<file path="config.mk">
export PLATFORM = sky130hd
export DESIGN_NAME = ipv4_option_scanner
export DESIGN_NICKNAME = d
export VERILOG_FILES = /design/src/hw/rtl/ios_pkg.sv /design/src/hw/rtl/ipv4_option_scanner.sv /design/src/hw/rtl/ios_scan.sv
export SDC_FILE = /design/constraint.sdc
export NUM_CORES = 1
export LEC_CHECK = 0
export ABC_AREA = 1
export BUFFER_PORTS_ARGS = -buffer_cell sky130_fd_sc_hd__buf_2
export CAP_MARGIN = 20
export CORE_MARGIN = 1
export CORE_UTILIZATION = 38
export DETAILED_ROUTE_END_ITERATION = 8
export SLEW_MARGIN = 10
export SYNTH_ARGS = -nofsm -noshare
export SYNTH_HDL_FRONTEND = slang
export SYNTH_SLANG_ARGS = --single-unit
</file>
<file path="constraint.sdc">
create_clock -name clk -period 3 [get_ports clk]
set_input_delay 0.3 -clock clk [delete_from_list [all_inputs] [get_ports clk]]
set_output_delay 0.3 -clock clk [all_outputs]
set_load 0.01 [all_outputs]
</file>
<file path="src/hw/rtl/ios_pkg.sv">
`default_nettype none
// ----------------------------------------------------------------------------
// ios_pkg
// Shared types and constants for the IPv4 option scanner.
// ----------------------------------------------------------------------------
package ios_pkg;

  localparam int NUM_KNOWN = 6;
  localparam logic [5:0] HEADER_BASE = 6'd20;

  localparam logic [7:0] OPT_EOL  = 8'd0;
  localparam logic [7:0] OPT_RR   = 8'd7;
  localparam logic [7:0] OPT_TS   = 8'd68;
  localparam logic [7:0] OPT_SEC  = 8'd130;
  localparam logic [7:0] OPT_LSRR = 8'd131;
  localparam logic [7:0] OPT_SSRR = 8'd137;
  localparam logic [7:0] OPT_SID  = 8'd136;

  localparam logic [2:0] IDX_RR   = 3'd0;
  localparam logic [2:0] IDX_TS   = 3'd1;
  localparam logic [2:0] IDX_SEC  = 3'd2;
  localparam logic [2:0] IDX_LSRR = 3'd3;
  localparam logic [2:0] IDX_SSRR = 3'd4;
  localparam logic [2:0] IDX_SID  = 3'd5;

  localparam logic [1:0] STATUS_OK   = 2'd0;
  localparam logic [1:0] STATUS_DUP  = 2'd1;
  localparam logic [1:0] STATUS_BOTH = 2'd2;

  typedef struct packed {
    logic       hit;
    logic [2:0] idx;
  } known_t;

  typedef struct packed {
    logic [1:0] status;
    logic [5:0] error_offset;
    logic [5:0] present_mask;
    logic [5:0] rr_offset;
    logic [5:0] ts_offset;
    logic [5:0] sec_offset;
    logic [5:0] lsrr_offset;
    logic [5:0] ssrr_offset;
    logic [5:0] sid_offset;
  } scan_result_t;

  function automatic known_t known_lookup(input logic [7:0] t);
    known_t r;
    r.hit = 1'b1;
    r.idx = IDX_RR;
    case (t)
      OPT_RR:   r.idx = IDX_RR;
      OPT_TS:   r.idx = IDX_TS;
      OPT_SEC:  r.idx = IDX_SEC;
      OPT_LSRR: r.idx = IDX_LSRR;
      OPT_SSRR: r.idx = IDX_SSRR;
      OPT_SID:  r.idx = IDX_SID;
      default:  r.hit = 1'b0;
    endcase
    return r;
  endfunction

endpackage
`default_nettype wire

</file>
<file path="src/hw/rtl/ipv4_option_scanner.sv">
`default_nettype none
// ----------------------------------------------------------------------------
// ipv4_option_scanner
// Walks the IPv4 options area of one header and reports option offsets
// and header status.
// ----------------------------------------------------------------------------
// Usage:
//   Input channel (in_valid/in_ready) carries one option byte per request,
//   in header order, with last set on the final byte of the header.
//   Output channel (out_valid/out_ready) carries one summary per header:
//   status, error pointer, presence mask and the six option offsets.
//   Throughput: one byte per cycle while no summary is stalled; a last byte
//   waits in the byte register until the result register can take its summary.
//   The last byte is held in the byte register; the summary is loaded into
//   the result register when that byte advances, which sets out_valid.
//   Reset clears the scan state and both valid flags; the next byte starts a
//   new header. After each summary the scan state returns to reset.
//   If the receiver stalls, the held summary stays put; bytes of the next
//   header keep flowing until its last byte needs the result register.
// ----------------------------------------------------------------------------
module ipv4_option_scanner #(
  parameter int MAX_OPTION_BYTES = 40
) (
  input  wire logic       clk,
  input  wire logic       rst,
  input  wire logic       in_valid,
  output logic            in_ready,
  input  wire logic [7:0] opt_byte,
  input  wire logic       last,
  output logic            out_valid,
  input  wire logic       out_ready,
  output logic [1:0]      status,
  output logic [5:0]      error_offset,
  output logic [5:0]      present_mask,
  output logic [5:0]      rr_offset,
  output logic [5:0]      ts_offset,
  output logic [5:0]      sec_offset,
  output logic [5:0]      lsrr_offset,
  output logic [5:0]      ssrr_offset,
  output logic [5:0]      sid_offset
);
  import ios_pkg::*;

  logic         s1_valid;
  logic [7:0]   s1_byte;
  logic         s1_last;
  logic         s1_adv;
  scan_result_t scan_res;
  scan_result_t res;

  assign s1_adv   = s1_valid && (!s1_last || !out_valid || out_ready);
  assign in_ready = !s1_valid || s1_adv;

  ios_scan #(
    .MAX_OPTION_BYTES(MAX_OPTION_BYTES)
  ) u_scan (
    .clk     (clk),
    .rst     (rst),
    .step    (s1_adv),
    .opt_byte(s1_byte),
    .last    (s1_last),
    .result  (scan_res)
  );

  always_ff @(posedge clk) begin
    if (rst) begin
      s1_valid <= 1'b0;
    end else if (in_ready) begin
      s1_valid <= in_valid;
    end
    if (in_ready && in_valid) begin
      s1_byte <= opt_byte;
      s1_last <= last;
    end
  end

  always_ff @(posedge clk) begin
    if (rst) begin
      out_valid <= 1'b0;
    end else if (s1_adv && s1_last) begin
      out_valid <= 1'b1;
    end else if (out_ready) begin
      out_valid <= 1'b0;
    end
    if (s1_adv && s1_last) begin
      res <= scan_res;
    end
  end

  assign status       = res.status;
  assign error_offset = res.error_offset;
  assign present_mask = res.present_mask;
  assign rr_offset    = res.rr_offset;
  assign ts_offset    = res.ts_offset;
  assign sec_offset   = res.sec_offset;
  assign lsrr_offset  = res.lsrr_offset;
  assign ssrr_offset  = res.ssrr_offset;
  assign sid_offset   = res.sid_offset;

  a_ok_no_pointer: assert property (@(posedge clk) disable iff (rst)
    out_valid && status == STATUS_OK |-> error_offset == 6'd0)
    else $error("ok status with nonzero error pointer");

  a_both_routes: assert property (@(posedge clk) disable iff (rst)
    out_valid && status == STATUS_BOTH |->
      present_mask[IDX_LSRR] && present_mask[IDX_SSRR] && error_offset == lsrr_offset)
    else $error("source route status inconsistent with mask");

  a_absent_zero: assert property (@(posedge clk) disable iff (rst)
    out_valid && !present_mask[IDX_RR] |-> rr_offset == 6'd0)
    else $error("absent record route has an offset");

  a_result_hold: assert property (@(posedge clk) disable iff (rst)
    out_valid && !out_ready |=> out_valid && $stable(res))
    else $error("result changed while stalled");

endmodule
`default_nettype wire

</file>
<file path="src/hw/rtl/ios_scan.sv">
`default_nettype none
// ----------------------------------------------------------------------------
// ios_scan
// Option list walker: per-byte state update and end-of-header summary.
// ----------------------------------------------------------------------------
module ios_scan #(
  parameter int MAX_OPTION_BYTES = 40
) (
  input  wire logic                clk,
  input  wire logic                rst,
  input  wire logic                step,
  input  wire logic [7:0]          opt_byte,
  input  wire logic                last,
  output ios_pkg::scan_result_t    result
);
  import ios_pkg::*;

  typedef enum logic [1:0] {PH_TYPE, PH_LEN, PH_SKIP, PH_DONE} phase_t;

  localparam logic [5:0] MAX_POS = 6'(MAX_OPTION_BYTES);

  phase_t     phase, phase_next;
  logic [7:0] skip, skip_next;
  logic [5:0] pos, pos_next;
  logic [5:0] flags, flags_next;
  logic [5:0] offs [NUM_KNOWN];
  logic [5:0] offs_next [NUM_KNOWN];
  logic       dup, dup_next;
  logic [5:0] pend, pend_next;
  known_t     kn;

  always_comb begin
    phase_next = phase;
    skip_next  = skip;
    pos_next   = pos;
    flags_next = flags;
    offs_next  = offs;
    dup_next   = dup;
    pend_next  = pend;
    kn         = known_lookup(opt_byte);
    if (pos < MAX_POS) begin
      pos_next = pos + 6'd1;
      case (phase)
        PH_TYPE: begin
          if (opt_byte == OPT_EOL) begin
            phase_next = PH_DONE;
          end else if (kn.hit) begin
            if (flags[kn.idx]) begin
              dup_next  = 1'b1;
              pend_next = offs[kn.idx];
            end else begin
              flags_next[kn.idx] = 1'b1;
              offs_next[kn.idx]  = HEADER_BASE + pos;
            end
            phase_next = PH_LEN;
          end
        end
        PH_LEN: begin
          if (opt_byte == 8'd0) begin
            phase_next = PH_DONE;
          end else if (opt_byte <= 8'd2) begin
            phase_next = PH_TYPE;
          end else begin
            skip_next  = opt_byte - 8'd2;
            phase_next = PH_SKIP;
          end
        end
        PH_SKIP: begin
          skip_next = skip - 8'd1;
          if (skip == 8'd1) begin
            phase_next = PH_TYPE;
          end
        end
        default: ;
      endcase
    end
  end

  always_comb begin
    result.status       = STATUS_OK;
    result.error_offset = 6'd0;
    if (dup_next) begin
      result.status       = STATUS_DUP;
      result.error_offset = pend_next;
    end else if (flags_next[IDX_LSRR] && flags_next[IDX_SSRR]) begin
      result.status       = STATUS_BOTH;
      result.error_offset = offs_next[IDX_LSRR];
    end
    result.present_mask = flags_next;
    result.rr_offset    = offs_next[IDX_RR];
    result.ts_offset    = offs_next[IDX_TS];
    result.sec_offset   = offs_next[IDX_SEC];
    result.lsrr_offset  = offs_next[IDX_LSRR];
    result.ssrr_offset  = offs_next[IDX_SSRR];
    result.sid_offset   = offs_next[IDX_SID];
  end

  always_ff @(posedge clk) begin
    if (rst || (step && last)) begin
      phase <= PH_TYPE;
      skip  <= 8'd0;
      pos   <= 6'd0;
      flags <= 6'd0;
      dup   <= 1'b0;
      pend  <= 6'd0;
      for (int i = 0; i < NUM_KNOWN; i++) begin
        offs[i] <= 6'd0;
      end
    end else if (step) begin
      phase <= phase_next;
      skip  <= skip_next;
      pos   <= pos_next;
      flags <= flags_next;
      dup   <= dup_next;
      pend  <= pend_next;
      offs  <= offs_next;
    end
  end

endmodule
`default_nettype wire
</file>
== After elaboration in Yosys (flattened, before gate mapping) ==
Cells that the tools add are included.
Word-level totals
  output and inout bits: 52
  bits in registers: 126
Cells by class
  order comparisons: 6
  add/sub/neg operators: 4
  bitwise gates (word level): 2
  mux-type cells: 45
  reductions and logical operators: 22
  equal/unequal tests: 13
Operators with widths (number)
  2-to-1 mux 36 bit: 5
  2-to-1 mux 6 bit: 14
  bitwise mux 36 bit: 1
  equality test 8 bit, second input constant: 4
  2-to-1 mux 8 bit: 3
  binary-select mux 6 bit (select 3 bit): 1
  demux 6 bit (select 3 bit): 1
  one-hot mux 8 bit (2 select lines): 1
  one-hot mux 3 bit (5 select lines): 1
  2-to-1 mux 1 bit: 10
  2-to-1 mux 2 bit: 5
  AND reduction 5 bit: 2
  equality test 8 x 1 -> 1 bit, second input constant: 1
  equality test 8 x 3 -> 1 bit, second input constant: 1
  equality test 8 x 7 -> 1 bit, second input constant: 1
  <= comparator 8 x 2 -> 1 bit, second input constant: 1
  zero test 8 bit: 1
  subtractor 8 x 1 -> 8 bit, second input constant: 1
  subtractor 8 x 2 -> 8 bit, second input constant: 1
  adder 5 x 6 -> 6 bit, first input constant: 1
  adder 6 x 1 -> 6 bit, second input constant: 1
  logical AND 1 bit: 6
  < comparator 6 bit, second input constant: 1
  OR 6 bit: 1
  other kinds (20): 27

== Depth between registers and ports, before layout ==
Gate-level depths: netlist (run 1).
  depth after elaboration: 15
  gate-level depth with buffers: 16

== Cells and area by module ==
From an unflattened synthesis (run 1), not the netlist that was laid out.
Unflattened totals
  cells, all modules: 800
  area total of the unflattened synthesis: 6264.8 µm²
Modules (own cells, without submodules)
  ios_scan: area an instance 4374.2 µm², instances 1, cells each 723, sequential area each 1301.2 µm²
  ipv4_option_scanner: area an instance 1890.6 µm², instances 1, cells each 77, sequential area each 1811.7 µm²

== Worst setup path after synthesis (run 1) ==
Ideal clock, no wire load.
  path kind: register to register
  from: reg out_valid
  to: reg res, in the netlist error_offset[0], enable pin
  buffers on the path: 0
  path slack: 0.864 ns
  clock period less this slack: 2.136 ns
  stages on the path, launching flop included: 6
  library setup time: 0.405 ns
  required time: 2.595 ns
  arrival time: 1.731 ns
  cell sequence: dfxtp_1 -> inv_1 -> nor2_1 -> a21oi_1 -> nand2_1 -> inv_1
On the way
  cells in the longest elaborated chain, start to end: 5
RTL lines
  from (decl): RTL line ipv4_option_scanner.sv:30  | output logic out_valid,
  from (signal assigned): RTL line ipv4_option_scanner.sv:79  | out_valid <= 1'b0;
  from (signal assigned): RTL line ipv4_option_scanner.sv:81  | out_valid <= 1'b1;
  from (signal assigned): RTL line ipv4_option_scanner.sv:83  | out_valid <= 1'b0;
  zero test 1 bit: RTL line ipv4_option_scanner.sv:51  | assign s1_adv = s1_valid && (!s1_last || !out_valid || out_ready);
  logical OR 1 bit (2 in a row): RTL line ipv4_option_scanner.sv:51
  logical AND 1 bit: RTL line ipv4_option_scanner.sv:51
  logical AND 1 bit: RTL line ipv4_option_scanner.sv:85  | if (s1_adv && s1_last) begin
  to (signal assigned): RTL line ipv4_option_scanner.sv:86  | res <= scan_res;
  to (decl): RTL line ipv4_option_scanner.sv:49  | scan_result_t res;
Every way passes these cells.
A chain may end at the register's enable or synchronous reset.

==> flow_metrics.env, run 1 <==
export IMPL_netlist_area_mm2=0.00616
export IMPL_dp_slack_ns=0.498
export IMPL_clkSlewWorstSetupHoldPaths_ns=0.06
export IMPL_critical_path_top_delay_family="simple AND/OR/NAND/NOR gates"
export IMPL_syn_avg_cell_area_um2=8.02
export IMPL_ff2ff_path_depth=14
export IMPL_drt_wl_total_um=14800
export IMPL_cts_hold_buf=0
export IMPL_synthCells=768
export IMPL_coreArea_mm2=0.0158
export IMPL_clk_latency_ns=0.43
export IMPL_layout_cells_non_filler=1070
export IMPL_io_buffer_count=64
export IMPL_antenna_found_initial=0
export IMPL_whs_ns=0.0395
export IMPL_timing_final_ws_setup_ns=0.440
export IMPL_hold_viol=0
export IMPL_dieHeight_um=129
export IMPL_period_share_pct=85.3
export IMPL_n_antenna_cell=0
export IMPL_setup_viol=0
export IMPL_ios=65
export IMPL_grt_pass1_wl_um=23800
export IMPL_cts_buffers=17
export IMPL_r2r_setup_slack_ns=0.44
export IMPL_placedCellCount=1038
export IMPL_gp_congestion=0.900
export IMPL_grt_max_degree=51
export IMPL_status="finished clean"
export IMPL_min_period_ns=2.56
export IMPL_die_area_mm2=0.0167
export IMPL_die_w_um=129
export IMPL_seq_area_frac_synth_pct=50.6
export IMPL_first_global_vias=4708
export IMPL_slew_headroom_pct=57.7
export IMPL_required_ns=3.18
export IMPL_reg2reg_from="s1_byte[1]"
export IMPL_syn_nets=790
export IMPL_layout_commonest_cell="nand2_1"
export IMPL_setup_tns_final_ns=0
export IMPL_fmax_mhz=391
export IMPL_cts_sinks=126
export IMPL_grtUsageTotal_pct=18.9
export IMPL_cp_start_kind="flop"
export IMPL_slew_viol_final=0
export IMPL_drc=0
export IMPL_max_cap_viol_count=0
export IMPL_total_power_mw=4.15
export IMPL_p_leak_nw=3.17
export IMPL_crit_buf_inv=0
export IMPL_ant_nets=0
export IMPL_vias=5179
export IMPL_globalRouteOverflowTotal=0
export IMPL_cts_resized=0
export IMPL_whs_endpoint="s1_byte[5]"
export IMPL_crit_type="flop to flop"
export IMPL_ys_seq_elements=126
export IMPL_area_growth_syn_to_layout_pct=19.1
export IMPL_min_path_cells=1
export IMPL_cts_tree="built"
export IMPL_via_per_inst=4.84
export IMPL_post_cts_buffers=0
export IMPL_final_cell_mix="nand2_1, nor2_1, inv_1"
export IMPL_drive_gt1_share_pct=17.7
export IMPL_drtIter0Drc=399
export IMPL_crit_top_cell="nand2_1"
export IMPL_end_kind="flop"
export IMPL_r2r_end="error_offset[3]"
export IMPL_dp_hpwl_um=10600
export IMPL_hold_path_class="input pin to flop"
export IMPL_critPathMaxFanout=18
export IMPL_rsz0062_at_grt="false"
export IMPL_arrival_ns=2.74
export IMPL_cp_slowest_stage_delay_ns=0.48
export IMPL_skew_ns=0.00939
export IMPL_num_rows=46
export IMPL_p_per_area_mw_per_mm2=566
export IMPL_worst_pin_slew_ns=0.634
export IMPL_synth_warnings=0
export IMPL_synth_cell_types=38
export IMPL_routedWlPerCell_um=13.8
export IMPL_worstHoldStart="opt_byte[5]"
export IMPL_first_pass_iters=5
export IMPL_start_util_pct=38.9
export IMPL_critPathSlowestCell="edfxtp_1"
export IMPL_ctsLongestPathBuffers=2
export IMPL_crit_chain="nor2_1 -> nand2_1 -> nand2_1 -> nand2_2 -> nand2_4 -> nand2_2 -> nand3_4 -> nand3_4 -> nor2_4 -> nand2_2 -> nand2_1 -> nand2_1 -> nand2_1 -> nand2_1"
export IMPL_root_buffer="clkbuf_16"
export IMPL_htree_levels=4
export IMPL_nets=863
export IMPL_peakVddDrop_mv=0.377
[report_power, final]
part | total (mW) | switching, mW | internal, mW
Clock | 2.08 | 0.781 | 1.30
Combinational | 0.206 | 0.143 | 0.0633
Sequential | 1.86 | 0.0238 | 1.84
Total | 4.15 | 0.948 | 3.20
[logic make-up (layout without fill, tap and decap cells)]
kind of cell,after synthesis,count (layout),share of synthesized area [%]
AO/OA/AOI/OAI,128,128,11.0
XOR/XNOR,6,6,0.854
adder cells (fa/ha/maj),9,9,1.83
buffers and inverters,117,203,7.56
flip-flops,126,126,50.6
AND/OR/NAND/NOR,382,382,28.2
[layer usage]
metal	up-vias	share of wire, %	GRT usage (%)
li1	2677	-	-
met1	2336	47	23.7
met2	132	46	30.2
met3	34	4.8	4.75
met4	0	3.0	9.62
met5	-	0	0
[worst max-delay path by stage]
stage,from,slack [ns],cells after the start,to
after global placement,s1_byte[1],0.57,14,error_offset[2]
after CTS,s1_byte[1],0.47,14,error_offset[1]
after detailed placement,s1_byte[1],0.50,14,error_offset[1]
final,s1_byte[1],0.44,14,error_offset[3]
after global routing,s1_byte[1],0.16,14,error_offset[3]
after floorplan,out_valid,0.86,5,error_offset[0]
[Yosys cell counts]
library cell	instances	share of area, %
nor2_8	2	0.65
nand2_1	184	11
o211a_1	1	0.16
buf_6	2	0.37
a31oi_1	6	0.61
buf_1	1	0.061
dfxtp_1	67	22
nor3_2	1	0.16
a211oi_1	1	0.12
o21ai_0	65	5.3
a21boi_2	1	0.18
a22oi_1	1	0.12
nor2_2	3	0.30
buf_2	6	0.49
nand2_4	3	0.55
nand3b_1	3	0.37
nand3_4	2	0.57
xnor2_1	1	0.14
nand2_2	12	1.2
o21ai_2	1	0.14
nor3_1	10	0.81
inv_2	10	0.61
inv_1	80	4.9
a21oi_1	38	3.1
clkinv_1	5	0.30
clkbuf_1	12	0.73
o311ai_0	1	0.14
nor2_4	6	1.1
o211ai_1	1	0.12
nand3_2	3	0.49
ha_1	9	1.8
edfxtp_1	59	29
o21ai_1	12	0.98
nor2_1	101	6.2
nand3_1	32	2.6
xor2_1	5	0.71
buf_4	1	0.12
nand4_1	20	2.0
[registers in the layout, indices dropped and copies added, names as in the netlist, 2 cells and up]
signal        cells
rr_offset         6
sid_offset        6
present_mask      6
sec_offset        6
u_scan.phase      2
ssrr_offset       6
u_scan.pend       6
s1_byte           8
lsrr_offset       6
u_scan.skip       8
ts_offset         6
u_scan.flags      6
status            2
u_scan.pos        6
error_offset      6
u_scan.offs      36
[final cells by class]
type                    instances  area, µm²
fillers                      1579       8500
flip-flops and latches        126       3110
multi-input cells             525       2580
clock buffers                  18        429
repair buffers                 76        410
inverters                      95        357
well taps                     216        270
clock inverters                14        169
[through the flow]
step,cell area (µm²),utilization (%)
floorplan,6160,-
global placement,6730,42.5
detailed placement,6730,42.5
CTS,7330,46.3
global route,7330,46.3
finish,7330,46.3
Power figures use the tool's default switching activity.
==> run 2, diff against run 1 <==
--- a/config.mk
+++ b/config.mk
@@ -11,6 +11,7 @@
 export CORE_MARGIN = 1
 export CORE_UTILIZATION = 38
 export DETAILED_ROUTE_END_ITERATION = 8
+export REMOVE_ABC_BUFFERS = 1
 export SLEW_MARGIN = 10
 export SYNTH_ARGS = -nofsm -noshare
 export SYNTH_HDL_FRONTEND = slang
==> run 2 against run 1 <==
Against the previous run: hold slack got worse by 0.0028 ns; global-route usage increased by 0.60 points; final area decreased by 0.24%; setup slack improved by 0.0097 ns; non-clock buffer count unchanged.
==> flow_metrics.env, run 2 (same netlist as run 1, synthesis figures left out) <==
export IMPL_status="finished clean"
export IMPL_n_antenna_cell=0
export IMPL_max_cap_viol_count=0
export IMPL_reg2reg_from="s1_byte[1]"
export IMPL_first_pass_iters=5
export IMPL_hold_viol=0
export IMPL_nFillCells=1612
export IMPL_p_leak_nw=3.18
export IMPL_routedWlPerCell_um=14.2
export IMPL_cts_tree="built"
export IMPL_via_per_inst=4.85
export IMPL_post_cts_buffers=0
export IMPL_drt_wl_total_um=15200
export IMPL_skew_ns=0.00792
export IMPL_grt_pass1_wl_um=24300
export IMPL_peakVddDrop_mv=0.365
export IMPL_required_ns=3.18
export IMPL_clk_latency_ns=0.42
export IMPL_layout_commonest_cell="nand2_1"
export IMPL_largestRegisters="u_scan.offs (36), s1_byte (8), u_scan.skip (8)"
export IMPL_ff2ff_path_depth=14
export IMPL_min_path_cells=2
export IMPL_final_cell_mix="nand2_1, nor2_1, inv_1"
export IMPL_layout_cells_non_filler=1070
export IMPL_rsz0062_at_grt="false"
export IMPL_dieHeight_um=129
export IMPL_critical_path_top_delay_family="simple AND/OR/NAND/NOR gates"
export IMPL_min_period_ns=2.55
export IMPL_multi_input_area_mm2=0.00258
export IMPL_p_per_area_mw_per_mm2=562
export IMPL_ios=65
export IMPL_setup_viol=0
export IMPL_crit_type="flop to flop"
export IMPL_r2r_setup_slack_ns=0.45
export IMPL_cp_start_kind="flop"
export IMPL_period_share_pct=85.0
export IMPL_r2r_end="error_offset[5]"
export IMPL_arrival_ns=2.73
export IMPL_hold_path_class="input pin to flop"
export IMPL_cts_resized=0
export IMPL_slew_headroom_pct=60.7
export IMPL_dp_hpwl_um=11000
export IMPL_placedCellCount=1038
export IMPL_globalRouteOverflowTotal=0
export IMPL_cp_slowest_stage_delay_ns=0.49
export IMPL_crit_top_cell="nand2_1"
export IMPL_clkSlewWorstSetupHoldPaths_ns=0.06
export IMPL_crit_buf_inv=0
export IMPL_largest_reg_flops=36
export IMPL_start_util_pct=38.9
export IMPL_cts_hold_buf=0
export IMPL_ant_nets=0
export IMPL_whs_ns=0.0367
export IMPL_drive_gt1_share_pct=17.7
export IMPL_vias=5193
export IMPL_area_growth_syn_to_layout_pct=18.8
export IMPL_grtUsageTotal_pct=19.5
export IMPL_final_area_mm2=0.00731
export IMPL_fmax_mhz=392
export IMPL_nets=863
export IMPL_largest_register="u_scan.offs"
export IMPL_root_buffer="clkbuf_16"
export IMPL_cts_sinks=126
export IMPL_critPathSlowestCell="edfxtp_1"
export IMPL_worstHoldStart="rst"
export IMPL_drc=0
export IMPL_seqCellArea_mm2=0.00311
export IMPL_die_area_mm2=0.0167
export IMPL_end_kind="flop"
export IMPL_gp_congestion=0.885
export IMPL_first_global_vias=4679
export IMPL_slew_viol_final=0
export IMPL_antenna_found_initial=0
export IMPL_ctsLongestPathBuffers=2
export IMPL_drtIter0Drc=362
export IMPL_htree_levels=4
export IMPL_critPathMaxFanout=18
export IMPL_dpl_instance_area_mm2=0.00673
export IMPL_whs_endpoint="s1_valid"
export IMPL_worst_pin_slew_ns=0.587
export IMPL_num_rows=46
export IMPL_coreArea_mm2=0.0158
export IMPL_crit_chain="nor2_1 -> nand2_1 -> nand2_1 -> nand2_2 -> nand2_4 -> nand2_2 -> nand3_4 -> nand3_4 -> nor2_4 -> nand2_2 -> nand2_1 -> nand2_1 -> nand2_1 -> nand2_1"
export IMPL_io_buffer_count=64
export IMPL_die_w_um=129
export IMPL_grt_max_degree=46
export IMPL_cts_buffers=17
==> run 2: cell count changes in the layout (fill, tap and decap cells not counted), sizes merged <==
cell,delta
clkinv,-3
clkbuf,+4
inv,+3
clkinvlp,-3
bufinv,-1
==> run 2: worst max-delay path by stage <==
| stage | startpoint | to | slack [ns] | cells after the start |
|---|---|---|---|---|
| floorplan | s1_last | u_scan.offs[0] | -0.67 | 6 |
| global placement | s1_byte[1] | error_offset[2] | 0.59 | 14 |
| finish | s1_byte[1] | error_offset[5] | 0.45 | 14 |
| detailed placement | s1_byte[1] | error_offset[4] | 0.48 | 14 |
| CTS | s1_byte[1] | error_offset[5] | 0.45 | 14 |
| global route | s1_byte[1] | error_offset[4] | 0.18 | 14 |
==> run 2: layout make-up <==
type	count	area share, %
well taps	216	3.70
inverters	95	4.88
clock buffers	22	6.49
flip-flops and latches	126	42.6
multi-input cells	525	35.3
repair buffers	76	5.61
clock inverters	10	1.45
==> run 2: layer usage <==
metal | vias to the layer above | global-route usage [%] | part of all wire (%)
met3 | 35 | 3.84 | 4.4
met2 | 145 | 29.7 | 45
met4 | 0 | 11.3 | 3.5
met5 | - | 0 | 0
li1 | 2676 | - | -
met1 | 2337 | 25.7 | 47
==> run 2: metrics by stage <==
step / setup TNS (ns) / util (%) / worst slack [ns] / total power [mW]
after floorplan: -54.14 / - / -0.667 / 2.03
after global placement: 0 / 42.5 / 0.588 / 2.10
after detailed placement: 0 / 42.5 / 0.480 / 2.10
after CTS: 0 / 46.2 / 0.455 / 4.14
after global routing: 0 / 46.2 / 0.185 / 4.24
final: 0 / 46.2 / 0.450 / 4.11
==> run 2: power by group <==
group	internal [mW]	leakage, nW	switching [mW]
clock network	1.28	0.293	0.755
logic	0.0630	1.78	0.144
registers	1.84	1.10	0.0247
total	3.18	3.18	0.924
